$ cat src/sv/eauv_pkg.sv
`timescale 1ns / 1ps
// shared types and constants for the encoder angle unwrap and velocity block
// no dependencies
package eauv_pkg;

  localparam int ANGLE_W  = 12;
  localparam int TIME_W   = 63;
  localparam int POS_W    = 64;
  localparam int VEL_W    = 48;
  localparam int ALPHA_W  = 17;
  localparam int CFG_W    = 32;
  localparam int CFG_IDX_W = 2;
  localparam int FUNC_W   = 2;

  localparam int MUL_A_W   = 49;
  localparam int MUL_B_W   = 32;
  localparam int MUL_P_W   = MUL_A_W + MUL_B_W;
  localparam int MUL_CNT_W = $clog2(MUL_B_W);

  localparam int DIV_N_W   = 39;
  localparam int DIV_D_W   = TIME_W;
  localparam int DIV_CNT_W = $clog2(DIV_N_W);

  localparam int SMAG_W    = DIV_N_W + MUL_B_W - 16;
  localparam int BLEND_W   = 67;

  localparam logic [1:0] FUNC_SAMPLE = 2'd0;
  localparam logic [1:0] FUNC_SET    = 2'd1;
  localparam logic [1:0] FUNC_START  = 2'd2;

  localparam logic [CFG_IDX_W-1:0] CFG_ALPHA     = 2'd0;
  localparam logic [CFG_IDX_W-1:0] CFG_DEADBAND  = 2'd1;
  localparam logic [CFG_IDX_W-1:0] CFG_INV_SCALE = 2'd2;

  localparam logic [ALPHA_W-1:0] ALPHA_RESET     = 17'd6554;
  localparam logic [ALPHA_W-1:0] ALPHA_ONE       = 17'd65536;
  localparam logic [CFG_W-1:0]   DEADBAND_RESET  = 32'd0;
  localparam logic [CFG_W-1:0]   INV_SCALE_RESET = 32'd65536;

  localparam logic signed [13:0] TURN      = 14'sd4096;
  localparam logic signed [13:0] HALF_TURN = 14'sd2048;
  localparam logic [27:0]        SPEED_K   = 28'd256000000;

  localparam logic [VEL_W-1:0]  VEL_MAX  = 48'h7FFF_FFFF_FFFF;
  localparam logic [VEL_W-1:0]  VEL_MIN  = 48'h8000_0000_0000;
  localparam logic [SMAG_W-1:0] NEG_LIM  = 55'h0_8000_0000_0000;

  typedef enum logic [3:0] {
    ST_IDLE, ST_LOAD, ST_POS, ST_NUM, ST_DIV, ST_SCL, ST_DIFF, ST_BLEND, ST_ROUND, ST_DONE
  } state_t;

  typedef struct packed {
    logic busy;
    logic done;
  } unit_stat_t;

endpackage

$ cat src/sv/eauv_item_if.sv
`timescale 1ns / 1ps
// input word channel: command, angle, timestamp and load value
// depends on eauv_pkg
interface eauv_item_if import eauv_pkg::*; ();
  logic                     valid;
  logic                     ready;
  logic [FUNC_W-1:0]        func;
  logic [ANGLE_W-1:0]       angle_sample;
  logic [TIME_W-1:0]        timestamp_us;
  logic signed [POS_W-1:0]  set_value;

  modport source (output valid, func, angle_sample, timestamp_us, set_value, input ready);
  modport sink   (input valid, func, angle_sample, timestamp_us, set_value, output ready);
endinterface

$ cat src/sv/eauv_result_if.sv
`timescale 1ns / 1ps
// result word channel: position and filtered velocity
// depends on eauv_pkg
interface eauv_result_if import eauv_pkg::*; ();
  logic                     valid;
  logic                     ready;
  logic signed [POS_W-1:0]  position;
  logic signed [VEL_W-1:0]  velocity;

  modport source (output valid, position, velocity, input ready);
  modport sink   (input valid, position, velocity, output ready);
endinterface

$ cat src/sv/eauv_cfg_if.sv
`timescale 1ns / 1ps
// register write channel: index and data
// depends on eauv_pkg
interface eauv_cfg_if import eauv_pkg::*; ();
  logic                  valid;
  logic                  ready;
  logic [CFG_IDX_W-1:0]  index;
  logic [CFG_W-1:0]      data;

  modport source (output valid, index, data, input ready);
  modport sink   (input valid, index, data, output ready);
endinterface

$ cat src/sv/eauv_mul.sv
`timescale 1ns / 1ps
// bit-serial shift-add unsigned multiplier, one multiplier bit per cycle
// depends on eauv_pkg
module eauv_mul import eauv_pkg::*; (
  input  logic               clk,
  input  logic               rst,
  input  logic               start,
  input  logic [MUL_A_W-1:0] a,
  input  logic [MUL_B_W-1:0] b,
  output unit_stat_t         stat,
  output logic [MUL_P_W-1:0] prod
);

  logic [MUL_A_W-1:0]   a_r;
  logic [MUL_A_W-1:0]   hi;
  logic [MUL_B_W-1:0]   lo;
  logic [MUL_CNT_W-1:0] cnt;
  logic                 busy;
  logic                 done;
  logic [MUL_A_W:0]     sum;

  assign sum = {1'b0, hi} + (lo[0] ? {1'b0, a_r} : '0);

  always_ff @(posedge clk) begin
    if (rst) begin
      busy <= 1'b0;
      done <= 1'b0;
    end else begin
      done <= 1'b0;
      if (start) begin
        busy <= 1'b1;
      end else if (busy && cnt == MUL_CNT_W'(MUL_B_W - 1)) begin
        busy <= 1'b0;
        done <= 1'b1;
      end
    end
  end

  always_ff @(posedge clk) begin
    if (start) begin
      a_r <= a;
      hi  <= '0;
      lo  <= b;
      cnt <= '0;
    end else if (busy) begin
      hi  <= sum[MUL_A_W:1];
      lo  <= {sum[0], lo[MUL_B_W-1:1]};
      cnt <= cnt + 1'b1;
    end
  end

  assign stat = '{busy: busy, done: done};
  assign prod = {hi, lo};

endmodule

$ cat src/sv/eauv_div.sv
`timescale 1ns / 1ps
// restoring divider, one quotient bit per cycle
// depends on eauv_pkg
module eauv_div import eauv_pkg::*; (
  input  logic               clk,
  input  logic               rst,
  input  logic               start,
  input  logic [DIV_N_W-1:0] num,
  input  logic [DIV_D_W-1:0] den,
  output unit_stat_t         stat,
  output logic [DIV_N_W-1:0] quo
);

  logic [DIV_D_W-1:0]   den_r;
  logic [DIV_D_W-1:0]   rem;
  logic [DIV_N_W-1:0]   q;
  logic [DIV_CNT_W-1:0] cnt;
  logic                 busy;
  logic                 done;
  logic [DIV_D_W:0]     trial;
  logic [DIV_D_W:0]     diff;
  logic                 ge;

  assign trial = {rem, q[DIV_N_W-1]};
  assign ge    = trial >= {1'b0, den_r};
  assign diff  = trial - {1'b0, den_r};

  always_ff @(posedge clk) begin
    if (rst) begin
      busy <= 1'b0;
      done <= 1'b0;
    end else begin
      done <= 1'b0;
      if (start) begin
        busy <= 1'b1;
      end else if (busy && cnt == DIV_CNT_W'(DIV_N_W - 1)) begin
        busy <= 1'b0;
        done <= 1'b1;
      end
    end
  end

  always_ff @(posedge clk) begin
    if (start) begin
      den_r <= den;
      rem   <= '0;
      q     <= num;
      cnt   <= '0;
    end else if (busy) begin
      rem <= ge ? diff[DIV_D_W-1:0] : trial[DIV_D_W-1:0];
      q   <= {q[DIV_N_W-2:0], ge};
      cnt <= cnt + 1'b1;
    end
  end

  assign stat = '{busy: busy, done: done};
  assign quo  = q;

endmodule

$ cat src/sv/encoder_angle_unwrap_velocity.sv
`timescale 1ns / 1ps
// Multi-turn unwrapper for a 12-bit absolute angle with a smoothed velocity estimate.
// A sample update runs load, then a shared bit-serial multiplier in four passes (step
// times inv_scale, step times 256e6, speed times inv_scale, the alpha blend), with a
// bit-serial divider for the speed after the second pass and blend setup before the
// last, then rounding, done and idle. When time has not advanced only the first pass
// runs. Set-position, start-tracking and unused command words go from load to done.
// One word is worked on at a time; the next is taken while the previous result still
// waits in the output register, and a finished word waits in place until that
// register is free.
// depends on eauv_pkg, eauv_item_if, eauv_result_if, eauv_cfg_if, eauv_mul, eauv_div
module encoder_angle_unwrap_velocity import eauv_pkg::*; (
  input  logic         clk,
  input  logic         rst,
  eauv_item_if.sink    item,
  eauv_result_if.source result,
  eauv_cfg_if.sink     cfg
);

  state_t state, state_next;

  logic [ALPHA_W-1:0] alpha_r;
  logic [CFG_W-1:0]   deadband_r;
  logic [CFG_W-1:0]   inv_scale_r;

  logic [FUNC_W-1:0]        func_r;
  logic [ANGLE_W-1:0]       ang_r;
  logic [TIME_W-1:0]        ts_r;
  logic signed [POS_W-1:0]  setv_r;

  logic [ANGLE_W-1:0]       last_angle;
  logic [TIME_W-1:0]        last_time;
  logic [POS_W-1:0]         position_acc;
  logic signed [VEL_W-1:0]  velocity_acc;

  logic                     dneg;
  logic [ANGLE_W-1:0]       dmag;
  logic [TIME_W-1:0]        dt;
  logic                     tadv;
  logic signed [VEL_W-1:0]  s_val;
  logic                     diff_neg;
  logic signed [BLEND_W-1:0] blend_acc;

  logic                     res_valid;
  logic signed [POS_W-1:0]  res_pos;
  logic signed [VEL_W-1:0]  res_vel;

  logic signed [13:0]       d_raw, d_wrap;
  logic [13:0]              d_abs;
  logic [ANGLE_W-1:0]       dmag_c;
  logic                     tadv_c;
  logic [DIV_N_W-1:0]       rmag_eff;
  logic [ALPHA_W-1:0]       alpha_eff;
  logic [SMAG_W-1:0]        smag;
  logic [VEL_W-1:0]         s_c;
  logic signed [VEL_W:0]    diff_c;
  logic [VEL_W:0]           diff_mag;
  logic [POS_W-1:0]         step;
  logic signed [BLEND_W-1:0] term;
  logic signed [BLEND_W-1:0] round_sum;

  logic               mul_start;
  logic [MUL_A_W-1:0] mul_a;
  logic [MUL_B_W-1:0] mul_b;
  unit_stat_t         mul_stat;
  logic [MUL_P_W-1:0] mul_prod;
  logic               div_start;
  unit_stat_t         div_stat;
  logic [DIV_N_W-1:0] div_quo;
  logic               out_free;
  logic               item_rdy;

  eauv_mul u_mul (
    .clk   (clk),
    .rst   (rst),
    .start (mul_start),
    .a     (mul_a),
    .b     (mul_b),
    .stat  (mul_stat),
    .prod  (mul_prod)
  );

  eauv_div u_div (
    .clk   (clk),
    .rst   (rst),
    .start (div_start),
    .num   (mul_prod[DIV_N_W-1:0]),
    .den   (dt),
    .stat  (div_stat),
    .quo   (div_quo)
  );

  // shortest signed step
  always_comb begin
    d_raw = $signed({2'b00, ang_r}) - $signed({2'b00, last_angle});
    if (d_raw > HALF_TURN) begin
      d_wrap = d_raw - TURN;
    end else if (d_raw < -HALF_TURN) begin
      d_wrap = d_raw + TURN;
    end else begin
      d_wrap = d_raw;
    end
    d_abs  = d_wrap[13] ? 14'(-d_wrap) : 14'(d_wrap);
    dmag_c = d_abs[ANGLE_W-1:0];
  end

  assign tadv_c    = ts_r > last_time;
  assign rmag_eff  = (div_quo < {7'b0, deadband_r}) ? '0 : div_quo;
  assign alpha_eff = (alpha_r > ALPHA_ONE) ? ALPHA_ONE : alpha_r;
  assign smag      = mul_prod[DIV_N_W+MUL_B_W-1:16];
  assign step      = {{(POS_W-ANGLE_W-MUL_B_W){1'b0}}, mul_prod[ANGLE_W+MUL_B_W-1:0]};
  assign out_free  = !res_valid || result.ready;

  // saturate the scaled speed
  always_comb begin
    if (!dneg) begin
      s_c = (|smag[SMAG_W-1:VEL_W-1]) ? VEL_MAX : smag[VEL_W-1:0];
    end else begin
      s_c = (smag > NEG_LIM) ? VEL_MIN : VEL_W'(-smag[VEL_W-1:0]);
    end
  end

  assign diff_c   = {s_val[VEL_W-1], s_val} - {velocity_acc[VEL_W-1], velocity_acc};
  assign diff_mag = diff_c[VEL_W] ? (VEL_W+1)'(-diff_c) : (VEL_W+1)'(diff_c);
  assign term     = diff_neg ? -$signed({1'b0, mul_prod[65:0]})
                             : $signed({1'b0, mul_prod[65:0]});
  assign round_sum = blend_acc + (blend_acc[BLEND_W-1] ? BLEND_W'(65535) : '0);

  // next state
  always_comb begin
    state_next = state;
    unique case (state)
      ST_IDLE:  if (item.valid) state_next = ST_LOAD;
      ST_LOAD:  state_next = (func_r == FUNC_SAMPLE) ? ST_POS : ST_DONE;
      ST_POS:   if (mul_stat.done) state_next = tadv ? ST_NUM : ST_DONE;
      ST_NUM:   if (mul_stat.done) state_next = ST_DIV;
      ST_DIV:   if (div_stat.done) state_next = ST_SCL;
      ST_SCL:   if (mul_stat.done) state_next = ST_DIFF;
      ST_DIFF:  state_next = ST_BLEND;
      ST_BLEND: if (mul_stat.done) state_next = ST_ROUND;
      ST_ROUND: state_next = ST_DONE;
      ST_DONE:  if (out_free) state_next = ST_IDLE;
      default:  state_next = ST_IDLE;
    endcase
  end

  // unit control and operands
  always_comb begin
    item_rdy  = 1'b0;
    mul_start = 1'b0;
    mul_a     = '0;
    mul_b     = '0;
    div_start = 1'b0;
    unique case (state)
      ST_IDLE: item_rdy = 1'b1;
      ST_LOAD: begin
        mul_start = func_r == FUNC_SAMPLE;
        mul_a     = MUL_A_W'(dmag_c);
        mul_b     = inv_scale_r;
      end
      ST_POS: begin
        mul_start = mul_stat.done && tadv;
        mul_a     = MUL_A_W'(dmag);
        mul_b     = MUL_B_W'(SPEED_K);
      end
      ST_NUM: div_start = mul_stat.done;
      ST_DIV: begin
        mul_start = div_stat.done;
        mul_a     = MUL_A_W'(rmag_eff);
        mul_b     = inv_scale_r;
      end
      ST_DIFF: begin
        mul_start = 1'b1;
        mul_a     = diff_mag;
        mul_b     = MUL_B_W'(alpha_eff);
      end
      default: ;
    endcase
  end

  assign item.ready = item_rdy;
  assign cfg.ready  = 1'b1;

  always_ff @(posedge clk) begin
    if (rst) begin
      state <= ST_IDLE;
    end else begin
      state <= state_next;
    end
  end

  // registers
  always_ff @(posedge clk) begin
    if (rst) begin
      alpha_r     <= ALPHA_RESET;
      deadband_r  <= DEADBAND_RESET;
      inv_scale_r <= INV_SCALE_RESET;
    end else if (cfg.valid) begin
      unique case (cfg.index)
        CFG_ALPHA:     alpha_r     <= cfg.data[ALPHA_W-1:0];
        CFG_DEADBAND:  deadband_r  <= cfg.data;
        CFG_INV_SCALE: inv_scale_r <= cfg.data;
        default: ;
      endcase
    end
  end

  // input word latch
  always_ff @(posedge clk) begin
    if (item.valid && item_rdy) begin
      func_r <= item.func;
      ang_r  <= item.angle_sample;
      ts_r   <= item.timestamp_us;
      setv_r <= item.set_value;
    end
  end

  // tracking state
  always_ff @(posedge clk) begin
    if (rst) begin
      last_angle   <= '0;
      last_time    <= '0;
      position_acc <= '0;
      velocity_acc <= '0;
    end else begin
      unique case (state)
        ST_LOAD: begin
          unique case (func_r)
            FUNC_SAMPLE: begin
              last_angle <= ang_r;
              last_time  <= ts_r;
            end
            FUNC_SET: begin
              position_acc <= setv_r;
              last_angle   <= ang_r;
            end
            FUNC_START: begin
              position_acc <= '0;
              velocity_acc <= '0;
              last_angle   <= ang_r;
              last_time    <= ts_r;
            end
            default: ;
          endcase
        end
        ST_POS: begin
          if (mul_stat.done) begin
            position_acc <= dneg ? position_acc - step : position_acc + step;
          end
        end
        ST_ROUND: velocity_acc <= round_sum[VEL_W+15:16];
        default: ;
      endcase
    end
  end

  // sample scratch
  always_ff @(posedge clk) begin
    if (state == ST_LOAD) begin
      dneg <= d_wrap[13];
      dmag <= dmag_c;
      dt   <= ts_r - last_time;
      tadv <= tadv_c;
    end
    if (state == ST_SCL && mul_stat.done) begin
      s_val <= s_c;
    end
    if (state == ST_DIFF) begin
      diff_neg <= diff_c[VEL_W];
    end
    if (state == ST_BLEND && mul_stat.done) begin
      blend_acc <= term + {{3{velocity_acc[VEL_W-1]}}, velocity_acc, 16'b0};
    end
  end

  // output register
  always_ff @(posedge clk) begin
    if (rst) begin
      res_valid <= 1'b0;
    end else if (state == ST_DONE && out_free) begin
      res_valid <= 1'b1;
    end else if (result.ready) begin
      res_valid <= 1'b0;
    end
  end

  always_ff @(posedge clk) begin
    if (state == ST_DONE && out_free) begin
      res_pos <= position_acc;
      res_vel <= velocity_acc;
    end
  end

  assign result.valid    = res_valid;
  assign result.position = res_pos;
  assign result.velocity = res_vel;

  a_mul_start_idle: assert property (@(posedge clk) disable iff (rst)
    mul_start |-> !mul_stat.busy)
    else $error("multiplier started while busy");

  a_div_done_state: assert property (@(posedge clk) disable iff (rst)
    div_stat.done |-> state == ST_DIV)
    else $error("divider finished outside its phase");

  a_mul_done_state: assert property (@(posedge clk) disable iff (rst)
    mul_stat.done |-> (state == ST_POS || state == ST_NUM || state == ST_SCL ||
                       state == ST_BLEND))
    else $error("multiplier finished outside a multiply phase");

  a_done_loads: assert property (@(posedge clk) disable iff (rst)
    (state == ST_DONE && out_free) |=> (res_valid && state == ST_IDLE))
    else $error("finished word not placed in output register");

endmodule

$ cat src/flat_wrapper.sv
// flat-port wrapper written by rule: the top's interface ports become plain ports
module encoder_angle_unwrap_velocity_flat import eauv_pkg::*;
  (clk, rst, item_valid, item_func, item_angle_sample, item_timestamp_us, item_set_value, item_ready, result_valid, result_position, result_velocity, result_ready, cfg_valid, cfg_index, cfg_data, cfg_ready);
  eauv_item_if item_i ();
  eauv_result_if result_i ();
  eauv_cfg_if cfg_i ();
  input  logic clk;
  input  logic rst;
  input wire logic [$bits(item_i.valid)-1:0] item_valid;
  input wire logic [$bits(item_i.func)-1:0] item_func;
  input wire logic [$bits(item_i.angle_sample)-1:0] item_angle_sample;
  input wire logic [$bits(item_i.timestamp_us)-1:0] item_timestamp_us;
  input wire logic [$bits(item_i.set_value)-1:0] item_set_value;
  output wire logic [$bits(item_i.ready)-1:0] item_ready;
  output wire logic [$bits(result_i.valid)-1:0] result_valid;
  output wire logic [$bits(result_i.position)-1:0] result_position;
  output wire logic [$bits(result_i.velocity)-1:0] result_velocity;
  input wire logic [$bits(result_i.ready)-1:0] result_ready;
  input wire logic [$bits(cfg_i.valid)-1:0] cfg_valid;
  input wire logic [$bits(cfg_i.index)-1:0] cfg_index;
  input wire logic [$bits(cfg_i.data)-1:0] cfg_data;
  output wire logic [$bits(cfg_i.ready)-1:0] cfg_ready;
  assign item_i.valid = item_valid;
  assign item_i.func = item_func;
  assign item_i.angle_sample = item_angle_sample;
  assign item_i.timestamp_us = item_timestamp_us;
  assign item_i.set_value = item_set_value;
  assign item_ready = item_i.ready;
  assign result_valid = result_i.valid;
  assign result_position = result_i.position;
  assign result_velocity = result_i.velocity;
  assign result_i.ready = result_ready;
  assign cfg_i.valid = cfg_valid;
  assign cfg_i.index = cfg_index;
  assign cfg_i.data = cfg_data;
  assign cfg_ready = cfg_i.ready;
  encoder_angle_unwrap_velocity u_core (.clk(clk), .rst(rst), .item(item_i), .result(result_i), .cfg(cfg_i));
endmodule
$ cat config.mk
export PLATFORM = sky130hd
export DESIGN_NAME = encoder_angle_unwrap_velocity_flat
export DESIGN_NICKNAME = d
export VERILOG_FILES = /design/src/sv/eauv_pkg.sv /design/src/sv/eauv_item_if.sv /design/src/sv/eauv_result_if.sv /design/src/sv/eauv_cfg_if.sv /design/src/sv/eauv_mul.sv /design/src/sv/eauv_div.sv /design/src/sv/encoder_angle_unwrap_velocity.sv /design/src/flat_wrapper.sv
export SDC_FILE = /design/constraint.sdc
export NUM_CORES = 2
export LEC_CHECK = 0
export BUFFER_PORTS_ARGS = -buffer_cell sky130_fd_sc_hd__buf_2
export CAP_MARGIN = 10
export CORE_ASPECT_RATIO = 0.7
export CORE_MARGIN = 2
export CORE_UTILIZATION = 45
export DETAILED_ROUTE_END_ITERATION = 8
export PLACE_DENSITY = 0.7
export SETUP_SLACK_MARGIN = 0.1
export SYNTH_ARGS = -nofsm -noshare
export SYNTH_HDL_FRONTEND = slang
export SYNTH_SLANG_ARGS = --single-unit
$ cat constraint.sdc
create_clock -name clk -period 20.9 [get_ports clk]
set_input_delay 4.18 -clock clk [delete_from_list [all_inputs] [get_ports clk]]
set_output_delay 4.18 -clock clk [all_outputs]
set_load 0.02 [all_outputs]
======== After elaboration in Yosys (flattened, before gate mapping) ========
Cells that the tools add are included.
operators by class
  $add $sub $neg .......................... 17
  order comparisons ....................... 7
  eq/ne operators ......................... 24
  multiplexer cells ....................... 46
  reduce and logical (&&, ||, !) cells .... 33
operators with widths
  operator                                                                            count
  64-bit one-hot mux with 2 select lines                                              2
  49-bit one-hot mux with 4 select lines                                              1
  48-bit 2-to-1 mux                                                                   4
  64-bit 2-to-1 mux                                                                   2
  63-bit subtractor                                                                   2
  39-bit 2-to-1 mux                                                                   3
  49-bit 2-to-1 mux                                                                   2
  32-bit one-hot mux with 3 select lines                                              1
  48-bit one-hot mux with 2 select lines                                              1
  67-bit adder                                                                        1
  67-bit 2-to-1 mux                                                                   1
  66-bit negator with 67-bit output                                                   1
  64-bit by 44-bit adder with 64-bit output                                           1
  64-bit adder                                                                        1
  64-bit by 63-bit >= comparator with 1-bit output                                    1
  32-bit 2-to-1 mux                                                                   2
  64-bit by 44-bit subtractor with 64-bit output                                      1
  63-bit greater-than comparator                                                      1
  63-bit 2-to-1 mux                                                                   1
  55-bit by 48-bit greater-than comparator with 1-bit output (second input constant)  1
  49-bit by 50-bit adder with 50-bit output                                           1
  49-bit negator                                                                      1
  48-bit by 48-bit subtractor with 49-bit output                                      1
  48-bit negator                                                                      1
  other kinds (41)                                                                    93
storage, ports and cells
  register bits ........................... 1029
  input port bits ......................... 180
  output and inout bits ................... 115
  word-level logic and storage cells ...... 161

======== Logic depth before layout (Yosys ltp) ========
  word-level depth ........................ 7
  depth in mapped cells ................... 26

======== Modules after synthesis ========
Synthesis repeated with hierarchy kept, for this count alone.
second synthesis, totals
  cell total of the unflattened synthesis .. 6943
  area, all modules ....................... 63741.1 µm²
by module, submodules not included
  module                         times used  cells an instance  area each (µm²)  seq. area each (µm²)
  encoder_angle_unwrap_velocity  1           4993               44965.6          18798.0
  eauv_div                       1           1145               10682.7          4484.3
  eauv_mul                       1           805                8092.8           3553.4

======== Least setup slack after synthesis ========
No wires, ideal clock.
  path kind ............................... input to register
  start ................................... input port result_ready
  end ..................................... register u_core.res_pos[0] (netlist: u_core.result.position[0]), enable pin
  setup time .............................. 742 ps
  arrival ................................. 12366 ps
  data required time ...................... 20158 ps
  slack ................................... 7792 ps
  cell stages on the path ................. 2
  buffers on the path ..................... 0
  cell sequence ........................... nor2b_1 nor3b_1
between the ends
  longest elaborated chain between the ends .. 2
ends and longest elaborated chain
  element                 line                                  source
  start: declaration      flat_wrapper.sv:18                    input wire logic [$bits(result_i.ready)-1:0] result_ready;
  1-bit logical OR        encoder_angle_unwrap_velocity.sv:112  assign out_free = !res_valid || result.ready;
  1-bit logical AND       encoder_angle_unwrap_velocity.sv:288  if (state == ST_DONE && out_free) begin
  end signal: assignment  encoder_angle_unwrap_velocity.sv:289  res_pos <= position_acc;
  end: declaration        encoder_angle_unwrap_velocity.sv:45   logic signed [POS_W-1:0] res_pos;
No other way between the ends.
A chain may end at the register's enable or synchronous reset.

======== Worst setup path after layout ========
  start ................................... register u_core.u_mul.lo[0]
  end ..................................... register u_core.blend_acc[66], data pin
between the ends
  longest elaborated chain between the ends .. 3
ends and longest elaborated chain
  element                            line                                  source
  start: declaration                 eauv_mul.sv:16                        logic [MUL_B_W-1:0] lo;
  start signal: assignment           eauv_mul.sv:47                        lo <= {sum[0], lo[MUL_B_W-1:1]};
  66-bit negator with 67-bit output  encoder_angle_unwrap_velocity.sv:125  assign term = diff_neg ? -$signed({1'b0, mul_prod[65:0]})
  67-bit 2-to-1 mux (*)              encoder_angle_unwrap_velocity.sv:125
  67-bit adder (*)                   encoder_angle_unwrap_velocity.sv:272  blend_acc <= term + {{3{velocity_acc[VEL_W-1]}}, velocity_acc, 16'b0};
  end signal: assignment             encoder_angle_unwrap_velocity.sv:272
  end: declaration                   encoder_angle_unwrap_velocity.sv:42   logic signed [BLEND_W-1:0] blend_acc;
Mark *: on every way between the ends. The rest lies on a longest branch, timed or not.

==> key figures <==
Final layout
  – Area occupied by multi-input gates: 0.0334 sq mm
  – Non-filler instance count after layout: 8,989
  – Growth of design area from synthesis to finish: 10.6%
  – Filler cells: 12,800
  – NumNets Final: 7,633
  – Final instance area: 0.0696 sq mm
  – Most frequent standard cell in the layout excluding fill and tap cells: sky130_fd_sc_hd__nand2_1
  – Share of post-route cells with drive strength above 1: 0.0910
  – Highest-count cells in the layout ignoring fill and taps: sky130_fd_sc_hd__nand2_1 (919), sky130_fd_sc_hd__edfxtp_1 (627), sky130_fd_sc_hd__a21oi_1 (613)
  – Sequential cell area: 0.0268 sq mm
  – Core Util, Final: 0.503

Global routing
  – Total Routing Usage GR: 0.278
  – Via count of the first global-routing pass: 48,700
  – Antenna violations before repair: 37
  – First-pass GRT wire length: 306 mm
  – Maximum number of pins on one net before global-route repair: 109
  – Aggregate global routing overflow: 0

Synthesis
  – Main flop type after synthesis: sky130_fd_sc_hd__edfxtp_1
  – Seq/Total Area, Yosys: 0.426
  – Yosys warning total: 0
  – Share of synthesized registers carrying an async set or reset: 0
  – Post-synthesis instance area: 0.0630 sq mm
  – Post-synth EDFFs: 627
  – Count of different cell masters after synthesis: 104
  – Syn Nets: 7,536
  – Post-Synthesis Cells: 6,944
  – Register bit count reported by yosys: 1,027
  – Avg Inst Size Synth: 9.07 sq um

Clocking
  – Skew-Pair Late Insertion Delay: 0.78 ns
  – Cells resized by post-CTS repair: 0
  – Clk pin slew, worst setup/hold paths: 0.07 ns
  – Clock sink count: 1,027
  – Number of buffers inserted during clock tree synthesis: 102
  – Total of hold buffers inserted after clock tree synthesis: 0
  – Buffers inserted during post-CTS setup optimization: 0
  – TritonCTS clock tree: done
  – H-tree level count: 3
  – Library cell used as clock root buffer: sky130_fd_sc_hd__clkbuf_16
  – Maximum count of clock buffers along a single path: 3

Power and ir drop
  – Switching power summed over all nets: 2.46 mW
  – Net Sw Frac: 0.366
  – Clock Power Share: 0.296
  – Power share of the combinational group: 0.318
  – Pwr dens: 96.7 mW/mm^2
  – Sequential share of power: 0.386
  – Worst IR Drop VDD: 77.0 uV
  – Leak Pwr: 27.4 nW
  – Internal power component: 4.27 mW

Placed design
  – Port Buffer Count: 293
  – Dpl cells: 8,792
  – Area after DPL: 0.0660 sq mm
  – DP HPWL: 154 mm
  – GP Congestion: 0.995

Timing
  – Post-route minimum period: 7.38 ns
  – F_max: 135 MHz
  – Slew @ Worst Pin: 1.27 ns
  – Max-Slew Margin vs Limit: 0.152
  – Maximum clock skew at final layout: 0.0838 ns
  – Total of endpoints with negative setup slack in the final report: 0
  – Final hold viol count: 0
  – Post-route fraction of the period consumed by the critical path: 0.353
  – Final count of pins violating max slew: 0
  – Total Neg Setup Slack: 0 ns
  – RSZ-0062 raised after global routing: no

Worst setup path
  – Critical-path cell with the highest stage delay: sky130_fd_sc_hd__a311oi_1
  – Critical Path Source Type: register
  – Crit-path max cell delay: 0.64 ns
  – Endpoint arrival time on the critical path: 7.89 ns
  – Sum of buffers and inverters on the critical path: 2
  – Sequence of cells on the critical path: buf_4 > inv_1 > ha_1 > nand2_1 > or3_1 > or3b_2 > nor3_1 > nand2_1 > nand2_1 > xnor2_1 > ha_1 > fa_1 > a21o_1 > a311o_1 > a221oi_1 > a21oi_1 > a311oi_1 > o31ai_1 > and4_1 > o31ai_1 > a21oi_1 > a41oi_1 > o31ai_1 > xnor2_1
  – Worst-path maximum fanout: 51
  – Critical setup path kind: register to register
  – Cell class contributing the biggest share of worst-path delay: compound AO/OA/AOI/OAI gates
  – Critical Path End Type: register
  – Data required time at the worst endpoint: 21.41 ns

Routing
  – Detailed Route WL: 205 mm
  – Count of routing violations after the opening detailed-route iteration: 6,328
  – Total number of vias: 53,800
  – Routed length per instance: 22.8 microns
  – First-pass DRT Iterations: 6
  – DRC errors left: 0
  – Avg Vias per Cell: 5.98
  – Routed Antenna Nets: 0

Floorplanning
  – Area of the core: 0.139 sq mm
  – Number of cell rows: 114
  – Initial core utilization: 0.455
  – Die area: 0.143 sq mm
  – Die height: 317 microns
  – Die extent in x: 451 microns
  – Boundary Pins: 295

Worst hold path
  – Kind of path behind the tightest hold check: register to register

Flow run
  – Count of maximum capacitance violations: 0

Run status
  – Run status: completed
[cells by family (layout without fill, tap and decap cells)]
group / after synthesis / after routing / share of synthesized area
compound gates: 1924 / 1924 / 0.196
xor+xnor: 495 / 495 / 0.0689
fa+ha+maj: 412 / 412 / 0.0827
buf+inv: 736 / 923 / 0.0449
flops: 1027 / 1027 / 0.426
mux: 77 / 77 / 0.0123
other cells: 1 / 3 / 0.0000596
simple gates: 2272 / 2272 / 0.169
[power by group through the flow]
| stage | combinational (mW) | clock [mW] | sequential [mW] |
|---|---|---|---|
| after floorplan | 1.46 | 0 | 2.54 |
| after global placement | 2.05 | 0 | 2.62 |
| after detailed placement | 2.07 | 0 | 2.62 |
| after CTS | 2.09 | 2.03 | 2.58 |
| after global routing | 2.32 | 2.10 | 2.61 |
| final | 2.14 | 1.99 | 2.60 |
[state kept, by name, indices dropped and copies added (netlist names), 32 cells and up]
signal,flops
u_core.u_mul.a_r,49
u_core.position_acc,64
u_core.s_val,48
u_core.u_div.rem,63
u_core.u_div.quo,39
u_core.velocity_acc,48
u_core.ts_r,63
u_core.u_div.den_r,63
u_core.u_mul.lo,32
u_core.inv_scale_r,32
u_core.setv_r,64
u_core.blend_acc,65
u_core.result.position,64
u_core.u_mul.hi,49
u_core.result.velocity,48
u_core.deadband_r,32
u_core.last_time,63
u_core.dt,63
[cell usage after synthesis, drive strengths merged, types with 54 or more instances]
cell type / instances / area (sq um)
xnor2: 345 / 3020
nand3: 130 / 651
xor2: 150 / 1310
inv: 359 / 1350
nand4: 81 / 507
a31oi: 59 / 369
dfxtp: 400 / 8010
edfxtp: 627 / 18800
nand2: 922 / 3470
clkbuf: 335 / 1260
a21oi: 616 / 3090
nor2: 483 / 1820
o21a: 58 / 435
mux2i: 72 / 721
and2: 80 / 500
o21ai: 404 / 2020
o21bai: 54 / 405
nand2b: 77 / 482
a221oi: 59 / 517
and3: 74 / 463
or3: 59 / 379
ha: 405 / 5070
a21o: 256 / 1930
a211oi: 82 / 616
nor3: 142 / 722
[worst reg2reg max path: stages, from the launching register on]
cell and delay, ns:
sky130_fd_sc_hd__edfxtp_1 0.43, sky130_fd_sc_hd__buf_4 0.29, sky130_fd_sc_hd__inv_1 0.12, sky130_fd_sc_hd__ha_1 0.20, sky130_fd_sc_hd__nand2_1 0.08, sky130_fd_sc_hd__or3_1 0.37, sky130_fd_sc_hd__or3b_2 0.52, sky130_fd_sc_hd__nor3_1 0.23
sky130_fd_sc_hd__nand2_1 0.44, sky130_fd_sc_hd__nand2_1 0.23, sky130_fd_sc_hd__xnor2_1 0.08, sky130_fd_sc_hd__ha_1 0.22, sky130_fd_sc_hd__fa_1 0.41, sky130_fd_sc_hd__a21o_1 0.24, sky130_fd_sc_hd__a311o_1 0.38, sky130_fd_sc_hd__a221oi_1 0.41
sky130_fd_sc_hd__a21oi_1 0.19, sky130_fd_sc_hd__a311oi_1 0.64, sky130_fd_sc_hd__o31ai_1 0.29, sky130_fd_sc_hd__and4_1 0.22, sky130_fd_sc_hd__o31ai_1 0.31, sky130_fd_sc_hd__a21oi_1 0.17, sky130_fd_sc_hd__a41oi_1 0.34, sky130_fd_sc_hd__o31ai_1 0.15
sky130_fd_sc_hd__xnor2_1 0.13
[routing by layer]
metal	GRT usage	up-vias	wire (microns)
li1	-	25200	-
met1	0.437	25700	98200
met5	0	-	296
met4	0.0594	48	3810
met2	0.362	2568	76400
met3	0.0897	271	26000
[worst paths after layout]
kind | start | slack (ns) | endpoint | cells after the start
setup / recovery | u_core.u_mul.lo[0] | 13.52 | u_core.blend_acc[66] | 24
hold / removal | u_core.dt[4] | 0.41 | u_core.u_div.den_r[4] | 0
setup reg to reg | u_core.u_mul.lo[0] | 13.52 | u_core.blend_acc[66] | 24
hold reg to reg | u_core.dt[4] | 0.41 | u_core.u_div.den_r[4] | 0
[cell type report]
type,count,area share
Sequential cell,1027,0.385
Clock inverter,66,0.0123
Tap cell,1856,0.0333
Timing Repair Buffer,369,0.0294
Multi-Input combinational cell,5181,0.480
Antenna cell,2,0.0000719
Clock buffer,128,0.0398
Inverter,360,0.0196
[metrics by stage]
step	power (mW)	hold slack [ns]	worst slack (ns)
global route	7.03	0.426	13.04
CTS	6.70	0.415	13.64
global placement	4.67	0.402	13.74
detailed placement	4.69	0.405	13.67
finish	6.73	0.409	13.52
floorplan	4.00	0.400	7.79
Power figures use the tool's default switching activity.
